### src/sv/shsd_pkg.sv
package shsd_pkg;

    // Field widths fixed by the interface
    localparam int OP_W        = 1;
    localparam int COUNT_W     = 32;
    localparam int SPEED_W     = 16;
    localparam int COILS_W     = 4;
    localparam int PHASE_W     = 3;
    localparam int IVL_W       = 10;

    // Defaults for the top-level parameters
    localparam int TICKS_PER_SECOND_DEF = 1000;
    localparam int STEP_COUNT_WIDTH_DEF = 32;

    // Longest step interval in ticks
    localparam logic [IVL_W-1:0] MAX_INTERVAL = 10'd1000;

    // Item codes
    typedef enum logic [OP_W-1:0] {
        OP_TICK = 1'b0,
        OP_MOVE = 1'b1
    } op_t;

    // Half-step coil pattern for each phase
    function automatic logic [COILS_W-1:0] half_step_pattern(input logic [PHASE_W-1:0] ph);
        logic [COILS_W-1:0] pat;
        unique case (ph)
            3'd0: pat = 4'h1;
            3'd1: pat = 4'h3;
            3'd2: pat = 4'h2;
            3'd3: pat = 4'h6;
            3'd4: pat = 4'h4;
            3'd5: pat = 4'hC;
            3'd6: pat = 4'h8;
            3'd7: pat = 4'h9;
            default: pat = 4'h0;
        endcase
        return pat;
    endfunction

endpackage

### src/sv/stepper_half_step_driver_top.sv
// Half-step driver for a four-coil unipolar stepper.
// Input channel (s_*): one transfer is either a timer tick (s_op = tick) or a
// move command carrying step count, direction and speed. Result channel (m_*):
// exactly one result per input transfer, showing coil drive, phase index,
// busy flag and whether that item made a step.
// A move with nonzero count and nonzero speed computes the step interval
// TICKS_PER_SECOND / speed in a restoring divider, one quotient bit per
// cycle in state S_DIV, before its result is shown in S_OUT. Ticks,
// zero-count moves and zero-speed moves skip the divider; their result is
// valid in the cycle after the transfer. The block takes one item at a time:
// s_ready is high only when no result is pending, so a new item waits until
// the result of the last one has been taken.
// If the receiver stalls, the result is held unchanged on the m_ ports and
// s_ready stays low until the result transfer.
// Reset (aresetn low, synchronous) turns all coils off, clears the phase,
// the remaining count and the busy flag, and sets the interval to 1000 ticks.
module stepper_half_step_driver_top #(
    parameter int TICKS_PER_SECOND = shsd_pkg::TICKS_PER_SECOND_DEF,
    parameter int STEP_COUNT_WIDTH = shsd_pkg::STEP_COUNT_WIDTH_DEF
) (
    input  logic                          aclk,
    input  logic                          aresetn,
    input  logic                          s_valid,
    output logic                          s_ready,
    input  logic [shsd_pkg::OP_W-1:0]     s_op,
    input  logic [shsd_pkg::COUNT_W-1:0]  s_step_count,
    input  logic                          s_forward,
    input  logic [shsd_pkg::SPEED_W-1:0]  s_speed,
    output logic                          m_valid,
    input  logic                          m_ready,
    output logic [shsd_pkg::COILS_W-1:0]  m_coils,
    output logic [shsd_pkg::PHASE_W-1:0]  m_phase_index,
    output logic                          m_busy_res,
    output logic                          m_stepped
);
    import shsd_pkg::*;

    // Quotient width: enough bits for TICKS_PER_SECOND, at least two
    localparam int QW_RAW = $clog2(TICKS_PER_SECOND + 1);
    localparam int QW     = (QW_RAW < 2) ? 2 : QW_RAW;
    localparam int CNT_W  = $clog2(QW);
    localparam int CW     = (QW > IVL_W) ? QW : IVL_W;
    localparam int SCW    = STEP_COUNT_WIDTH;

    typedef enum logic [1:0] {
        S_IDLE,
        S_DIV,
        S_OUT
    } state_t;

    state_t               state_reg, state_next;

    // Motor state
    logic [PHASE_W-1:0]   phase_pos_reg, phase_pos_next;
    logic [COILS_W-1:0]   coil_reg, coil_next;
    logic [SCW-1:0]       remaining_reg, remaining_next;
    logic [IVL_W-1:0]     interval_reg, interval_next;
    logic [IVL_W-1:0]     countdown_reg, countdown_next;
    logic                 dir_reg, dir_next;
    logic                 moving_reg, moving_next;
    logic                 stepped_reg, stepped_next;

    // Pending move and divider
    logic [SCW-1:0]       cmd_count_reg, cmd_count_next;
    logic                 cmd_dir_reg, cmd_dir_next;
    logic [SPEED_W-1:0]   dvs_reg, dvs_next;
    logic [SPEED_W-1:0]   rem_reg, rem_next;
    logic [QW-1:0]        quo_reg, quo_next;
    logic [CNT_W-1:0]     cnt_reg, cnt_next;

    logic                 in_xfer;
    logic [SCW-1:0]       in_count;
    logic [SPEED_W:0]     trial;
    logic                 trial_ge;
    logic [SPEED_W-1:0]   trial_sub;
    logic [QW-1:0]        quo_step;
    logic [SPEED_W-1:0]   rem_step;
    logic [CW-1:0]        quo_ext;
    logic [IVL_W-1:0]     ivl_clamped;
    logic [IVL_W-1:0]     cd_dec;
    logic [PHASE_W-1:0]   phase_step;
    logic [SCW-1:0]       rem_dec;

    assign s_ready       = (state_reg == S_IDLE);
    assign in_xfer       = s_valid && s_ready;
    assign in_count      = s_step_count[SCW-1:0];

    assign m_valid       = (state_reg == S_OUT);
    assign m_coils       = coil_reg;
    assign m_phase_index = phase_pos_reg;
    assign m_busy_res    = moving_reg;
    assign m_stepped     = stepped_reg;

    // One restoring division step; the difference fits the remainder width
    assign trial     = {rem_reg, quo_reg[QW-1]};
    assign trial_ge  = (trial >= {1'b0, dvs_reg});
    assign trial_sub = trial[SPEED_W-1:0] - dvs_reg;
    assign rem_step  = trial_ge ? trial_sub : trial[SPEED_W-1:0];
    assign quo_step  = {quo_reg[QW-2:0], trial_ge};

    // Clamp the finished quotient to 1..MAX_INTERVAL
    assign quo_ext = CW'(quo_step);
    always_comb begin
        if (quo_ext == '0) begin
            ivl_clamped = IVL_W'(1);
        end else if (quo_ext > CW'(MAX_INTERVAL)) begin
            ivl_clamped = MAX_INTERVAL;
        end else begin
            ivl_clamped = quo_ext[IVL_W-1:0];
        end
    end

    // Tick arithmetic
    assign cd_dec     = countdown_reg - IVL_W'(1);
    assign phase_step = dir_reg ? (phase_pos_reg + PHASE_W'(1))
                                : (phase_pos_reg - PHASE_W'(1));
    assign rem_dec    = remaining_reg - SCW'(1);

    // Sequencer
    always_comb begin
        state_next     = state_reg;
        phase_pos_next = phase_pos_reg;
        coil_next      = coil_reg;
        remaining_next = remaining_reg;
        interval_next  = interval_reg;
        countdown_next = countdown_reg;
        dir_next       = dir_reg;
        moving_next    = moving_reg;
        stepped_next   = stepped_reg;
        cmd_count_next = cmd_count_reg;
        cmd_dir_next   = cmd_dir_reg;
        dvs_next       = dvs_reg;
        rem_next       = rem_reg;
        quo_next       = quo_reg;
        cnt_next       = cnt_reg;

        unique case (state_reg)
            S_IDLE: begin
                if (in_xfer) begin
                    stepped_next = 1'b0;
                    state_next   = S_OUT;
                    if (op_t'(s_op) == OP_MOVE) begin
                        if (in_count == '0) begin
                            // zero count drops any move, phase kept
                            moving_next    = 1'b0;
                            remaining_next = '0;
                            countdown_next = '0;
                            coil_next      = '0;
                        end else if (s_speed == '0) begin
                            interval_next  = MAX_INTERVAL;
                            countdown_next = MAX_INTERVAL;
                            remaining_next = in_count;
                            dir_next       = s_forward;
                            moving_next    = 1'b1;
                        end else begin
                            cmd_count_next = in_count;
                            cmd_dir_next   = s_forward;
                            dvs_next       = s_speed;
                            rem_next       = '0;
                            quo_next       = QW'(TICKS_PER_SECOND);
                            cnt_next       = '0;
                            state_next     = S_DIV;
                        end
                    end else if (moving_reg) begin
                        countdown_next = cd_dec;
                        if (cd_dec == '0) begin
                            phase_pos_next = phase_step;
                            coil_next      = half_step_pattern(phase_step);
                            remaining_next = rem_dec;
                            stepped_next   = 1'b1;
                            if (rem_dec == '0) begin
                                coil_next   = '0;
                                moving_next = 1'b0;
                            end else begin
                                countdown_next = interval_reg;
                            end
                        end
                    end
                end
            end
            S_DIV: begin
                rem_next = rem_step;
                quo_next = quo_step;
                cnt_next = cnt_reg + CNT_W'(1);
                if (cnt_reg == CNT_W'(QW - 1)) begin
                    interval_next  = ivl_clamped;
                    countdown_next = ivl_clamped;
                    remaining_next = cmd_count_reg;
                    dir_next       = cmd_dir_reg;
                    moving_next    = 1'b1;
                    state_next     = S_OUT;
                end
            end
            S_OUT: begin
                if (m_ready) begin
                    state_next = S_IDLE;
                end
            end
            default: state_next = S_IDLE;
        endcase
    end

    // State and result registers
    always_ff @(posedge aclk) begin
        if (!aresetn) begin
            state_reg     <= S_IDLE;
            phase_pos_reg <= '0;
            coil_reg      <= '0;
            remaining_reg <= '0;
            interval_reg  <= MAX_INTERVAL;
            countdown_reg <= '0;
            dir_reg       <= 1'b0;
            moving_reg    <= 1'b0;
            stepped_reg   <= 1'b0;
        end else begin
            state_reg     <= state_next;
            phase_pos_reg <= phase_pos_next;
            coil_reg      <= coil_next;
            remaining_reg <= remaining_next;
            interval_reg  <= interval_next;
            countdown_reg <= countdown_next;
            dir_reg       <= dir_next;
            moving_reg    <= moving_next;
            stepped_reg   <= stepped_next;
        end
    end

    // Divider and pending command, no reset needed
    always_ff @(posedge aclk) begin
        cmd_count_reg <= cmd_count_next;
        cmd_dir_reg   <= cmd_dir_next;
        dvs_reg       <= dvs_next;
        rem_reg       <= rem_next;
        quo_reg       <= quo_next;
        cnt_reg       <= cnt_next;
    end

endmodule

### config.mk
export PLATFORM = sky130hd
export DESIGN_NAME = stepper_half_step_driver_top
export DESIGN_NICKNAME = d
export VERILOG_FILES = /design/src/sv/shsd_pkg.sv /design/src/sv/stepper_half_step_driver_top.sv
export SDC_FILE = /design/constraint.sdc
export NUM_CORES = 1
export LEC_CHECK = 0
export BUFFER_PORTS_ARGS = -buffer_cell sky130_fd_sc_hd__buf_2
export CAP_MARGIN = 20
export CORE_ASPECT_RATIO = 1.2
export CORE_UTILIZATION = 63
export CTS_BUF_LIST = sky130_fd_sc_hd__clkbuf_8
export DETAILED_ROUTE_END_ITERATION = 6
export PLACE_DENSITY = 0.91
export SYNTH_ARGS = -nofsm -noshare
export SYNTH_HDL_FRONTEND = slang
export SYNTH_SLANG_ARGS = --single-unit
### constraint.sdc
create_clock -name aclk -period 3.86 [get_ports aclk]
set_clock_uncertainty 0.05 [all_clocks]
set_input_delay 0.193 -clock aclk [delete_from_list [all_inputs] [get_ports aclk]]
set_output_delay 0.193 -clock aclk [all_outputs]
set_load 0.05 [all_outputs]
# Word level (Yosys, flattened, before mapping)
# Memories as Yosys holds them, arrays and structs flattened.
# Cells that the tools add are included.
# classes
mul,0
order_cmp,2
shift,0
reduce_logical,20
div,0
mux,70
bitwise,3
eq_ne,14
add_sub_neg,6
# op_table
op,n
$mux 32,7
$mux 10,17
$mux 16,5
$logic_not 32->1,2
$pmux 32 s2,1
$pmux 10 s2,3
$mux 4,9
$pmux 16 s2,1
$sub 32x1->32 const B,1
$reduce_and 5->1,5
$logic_not 10->1,2
$ge 17x16->1,1
$logic_not 16->1,1
$mux 1,16
$sub 16x16->16,1
$mux 2,6
$reduce_and 6->1,2
$gt 10x10->1 const B,1
$ne 2x1->1 const B,5
$sub 10x1->10 const B,1
$pmux 4 s2,1
$ne 2x2->1 const B,3
$ne 3x1->1 const B,2
$pmux 2 s3,1
other kinds (16),21
# totals
rom_bits,32
regBits,143
output_inout_bits,11
ramBits,0
memories,1
latch_bits,0
wordCells,131
# mem_list
memory,words,word_bits,read_ports,rd_clocked_by_memory_dff,wr,line_no,source
(no name shown),8,4,1,0,0,shsd_pkg.sv:27,unique case (ph)

# Longest topological paths before layout
# logic_depth
ltp_word,8
depth_mapped,11
mapped_depth_nobuf,11

# Worst setup path before layout
# OpenSTA, ideal clock, no wires.
# synth_path
kind,register -> register
start,register state_reg[0]
end,register cmd_count_reg[0] (enable)
n_path_buf,1
arrival_time_ns,3.624
path_slack_ns,-0.271
t_required_ns,3.353
path_stages_with_launch,5
period_less_slack_ns,4.131
path_cell_list,dfxtp_1 > clkbuf_1 > nor2_1 > nand2_1 > nor2_1
# synth_between
elab_chain_cells,3
# synth_rtl
item,line_no,source
start: declaration,stepper_half_step_driver_top.sv:51,"state_t state_reg, state_next;"
start signal: assignment,stepper_half_step_driver_top.sv:216,state_reg <= state_next;
$logic_not 2->1 *,stepper_half_step_driver_top.sv:84,assign s_ready = (state_reg == S_IDLE);
net s_ready,stepper_half_step_driver_top.sv:24,"output logic s_ready,"
$logic_and 1x1->1,stepper_half_step_driver_top.sv:85,assign in_xfer = s_valid && s_ready;
$reduce_and 5->1 (no line) *,--,
end signal: assignment,stepper_half_step_driver_top.sv:230,cmd_count_reg <= cmd_count_next;
end: declaration,stepper_half_step_driver_top.sv:64,"logic [SCW-1:0] cmd_count_reg, cmd_count_next;"
# The timed path passes the listed nets; every way through them passes the cells marked *.
# A chain may end at the register's enable or synchronous reset.

# Final worst setup path
# layout_path
start,input s_step_count[22] (netlist name)
end,register remaining_reg[6]
# layout_between
elab_chain_cells,5
word_cells_on_any_way,7
classes_between,1 x eq/ne; 4 x mux; 2 x reduce/logical
# layout_rtl
item,line_no,source
start: declaration,stepper_half_step_driver_top.sv:26,"input logic [shsd_pkg::COUNT_W-1:0] s_step_count,"
$logic_not 32->1 *,stepper_half_step_driver_top.sv:143,if (in_count == '0) begin
$mux 32,stepper_half_step_driver_top.sv:143,
$mux 32,stepper_half_step_driver_top.sv:142,if (op_t'(s_op) == OP_MOVE) begin
$mux 32,stepper_half_step_driver_top.sv:139,if (in_xfer) begin
$pmux 32 s2,stepper_half_step_driver_top.sv:137,unique case (state_reg)
end signal: assignment,stepper_half_step_driver_top.sv:219,remaining_reg <= remaining_next;
end: declaration,stepper_half_step_driver_top.sv:56,"logic [SCW-1:0] remaining_reg, remaining_next;"
# Mark *: on every way between the ends. The rest lies on a longest branch, timed or not. The select of a mux whose other input is x is not followed.

==> impl_metrics.env <==
export IMPL_ir_drop_v=0.000493
export IMPL_clk_insertion_delay_late_ns=0.47
export IMPL_first_iter_violations=611
export IMPL_yosys_top_cells_count="100 x nand2_1, 94 x nor2_1, 79 x edfxtp_1"
export IMPL_critPathLaunchType="input port"
export IMPL_cts_made_buffers=17
export IMPL_p_seq_share_pct=41.2
export IMPL_ys_flop_type="edfxtp_1"
export IMPL_hold_ws_ns=0.107
export IMPL_layout_nets=1093
export IMPL_die_area_um2=13700
export IMPL_synth_edff_count=79
export IMPL_cts_tree="yes"
export IMPL_yosys_area_top_type="edfxtp_1"
export IMPL_worst_slew_pin_slew_ns=1.01
export IMPL_die_y_um=128
export IMPL_clockPowerShare_pct=31.6
export IMPL_wl_um=22400
export IMPL_overflow=0
export IMPL_yosysWarnings=0
export IMPL_port_buffers=64
export IMPL_post_cts_setup_buffers=0
export IMPL_finalSetupViolCount=0
export IMPL_synthesis_nets=999
export IMPL_ys_ff_latch=143
export IMPL_nFillCells=819
export IMPL_htree_levels=4
export IMPL_antenna_found_initial=1
export IMPL_grt_start_max_net_pins=53
export IMPL_required_ns=4.17
export IMPL_relSlewSlack_pct=32.6
export IMPL_dp_cells=1107
export IMPL_pre_cts_slack_ns=0.503
export IMPL_grt_pass1_wl_um=35500
export IMPL_cp_end_kind="flop"
export IMPL_worst_setup_path_type="in2reg"
export IMPL_worst_slack_ns=0.409
export IMPL_vias=7636
export IMPL_p_switching_uw=1410
export IMPL_cellPowerDensity_nw_per_um2=449
export IMPL_synthMostInstantiatedCell="nand2_1"
export IMPL_synth_cell_types=70
export IMPL_avgSynthCellArea_um2=9.10
export IMPL_fmax_mhz=290
export IMPL_p_leak_uw=0.00380
export IMPL_combPwrFrac_pct=27.2
export IMPL_gp_congestion=0.988
export IMPL_switching_share_pct=32.0
export IMPL_maxCapViolCount=0
export IMPL_clock_sinks=143
export IMPL_drtAntennaViolNets=0
export IMPL_hold_viol=0
export IMPL_crit_arrival_ns=3.76
export IMPL_path_max_fanout=25
export IMPL_syn2layout_area_growth_pct=16.9
export IMPL_setup_tns_ns=0
export IMPL_row_count=45
export IMPL_synth_area_leaders="edfxtp_1 28%, dfxtp_1 15%, nand2_1 4.5%"
export IMPL_fin_crit_ns=3.45
export IMPL_place_hpwl_um=14300
export IMPL_drc=7
export IMPL_violations="DRC"
export IMPL_syn_area_um2=8350
export IMPL_async_flop_share_pct=0
export IMPL_via_per_inst=6.42
export IMPL_status="finished with violations"
export IMPL_drive_above_1_share_pct=13.4
export IMPL_seq_area_um2=3650
export IMPL_p_int_uw=2980
export IMPL_core_um2=12800
export IMPL_clkSlewWorstSetupHoldPaths_ns=0.08
export IMPL_instances_no_fill=1190
export IMPL_track_usage_pct=33.5
export IMPL_multi_input_area_um2=4350
export IMPL_min_path_type="in2reg"
export IMPL_seq_area_frac_synth_pct=43.8
export IMPL_start_util_pct=65.3
export IMPL_clockBufferDepth=2
export IMPL_grt_pass1_vias=7196
export IMPL_wire_per_inst_um=18.8
export IMPL_synthCells=918
export IMPL_slew_viol_final=0
export IMPL_die_x_um=107
export IMPL_synth_top_area_share_pct=28.4
export IMPL_period_share_pct=89.4
export IMPL_rsz0062_at_grt="false"
export IMPL_io_pins=65
export IMPL_drtPass1Iterations=7
export IMPL_p_total_uw=4390
export IMPL_cts_root_buf="clkbuf_8"
## what timing repair did
item / CTS / global route
hold buffers: 50 / 0
endpoints found under the hold margin: 50 / 0
gates resized for setup: 0 / 0
## logic make-up (layout without fill, tap and decap cells)
logic type	count (synthesis)	in the layout	share of synthesized area, %
and+or+nand+nor	368	368	22.5
AOI/OAI and AO/OA	220	220	17.9
DFF	143	143	43.8
buffers and inverters	96	203	4.60
xor gates and xnor gates	44	44	4.62
adders and majority gates	27	27	4.23
muxes	20	20	2.41
other	0	1	0
## power groups by stage
stage / clock (uW) / combinational, uW / sequential [uW]
3_3_place_gp: 0 / 1090 / 1830
3_5_place_dp: 0 / 1110 / 1830
4_1_cts: 1390 / 1160 / 1800
5_1_grt: 1450 / 1300 / 1820
2_1_floorplan: 0 / 887 / 1790
6_report: 1390 / 1190 / 1810
## metrics by stage
| step | util [%] | cell area [um^2] |
|---|---|---|
| after floorplan | - | 8350 |
| after global placement | 68.8 | 8800 |
| after detailed placement | 68.8 | 8800 |
| after CTS | 76.4 | 9760 |
| after global routing | 76.4 | 9760 |
| final | 76.4 | 9760 |
## per-layer routing
layer | track usage [%] | wire length (um) | vias to the layer above
li1 | - | - | 3586
met1 | 38.4 | 8850 | 3635
met2 | 58.5 | 11200 | 335
met3 | 5.95 | 1340 | 80
met4 | 19.5 | 1030 | 0
met5 | 0 | 0 | -
## path summary, 6_finish.rpt
| path | startpoint | endpoint | slack, ns | cells past startpoint |
|---|---|---|---|---|
| setup / recovery | s_step_count[22] | remaining_reg[6]$_SDFFE_PN0P_ | 0.41 | 12 |
| hold / removal | aresetn | interval_reg[9]$_SDFFE_PN1P_ | 0.11 | 2 |
| setup reg to reg | remaining_reg[2]$_SDFFE_PN0P_ | countdown_reg[1]$_SDFFE_PN0P_ | 0.49 | 8 |
| hold reg to reg | m_coils[2]$_SDFFE_PN0P_ | m_coils[2]$_SDFFE_PN0P_ | 0.41 | 2 |
## critical path, stage by stage
cell and delay [ns]:
dlygate4sd3_1 0.55, buf_2 0.16, nor4_1 0.50, nand4_1 0.37, nor2_1 0.30, nand3b_1 0.25
o311ai_1 0.11, buf_4 0.21, a31oi_4 0.38, buf_4 0.36, nor2_1 0.08, a311oi_1 0.27
## cell usage in the layout, fill, tap and decap left out, types with 5 or more instances in the layout
master	instances
nand2_1	100
nor2_1	92
edfxtp_1	79
dfxtp_1	64
buf_2	64
a21oi_1	58
dlygate4sd3_1	50
inv_1	40
nor3_1	33
xnor2_1	29
o21ai_0	28
nor4_1	27
ha_1	25
a211oi_1	22
mux2i_1	19
o211ai_1	18
clkbuf_8	18
nand3_1	17
buf_4	16
xor2_1	15
nand4_1	13
o31ai_1	13
o21ai_1	13
or4_1	13
nand2b_1	10
o21a_1	10
or3_1	9
a311oi_1	9
or2_2	7
nor2b_1	6
a31oi_1	5
and2_1	5
nor4b_1	5
bufinv_16	5
## cell type report
cell class / count / area share, %
flip-flops and latches: 143 / 37.4
inverters: 41 / 1.58
diodes: 1 / 0.0256
repair buffers: 130 / 9.64
well taps: 164 / 2.10
clock buffers: 18 / 2.54
clock inverters: 14 / 2.18
multi-input cells: 679 / 44.5
(Power assumes the default switching activity.)
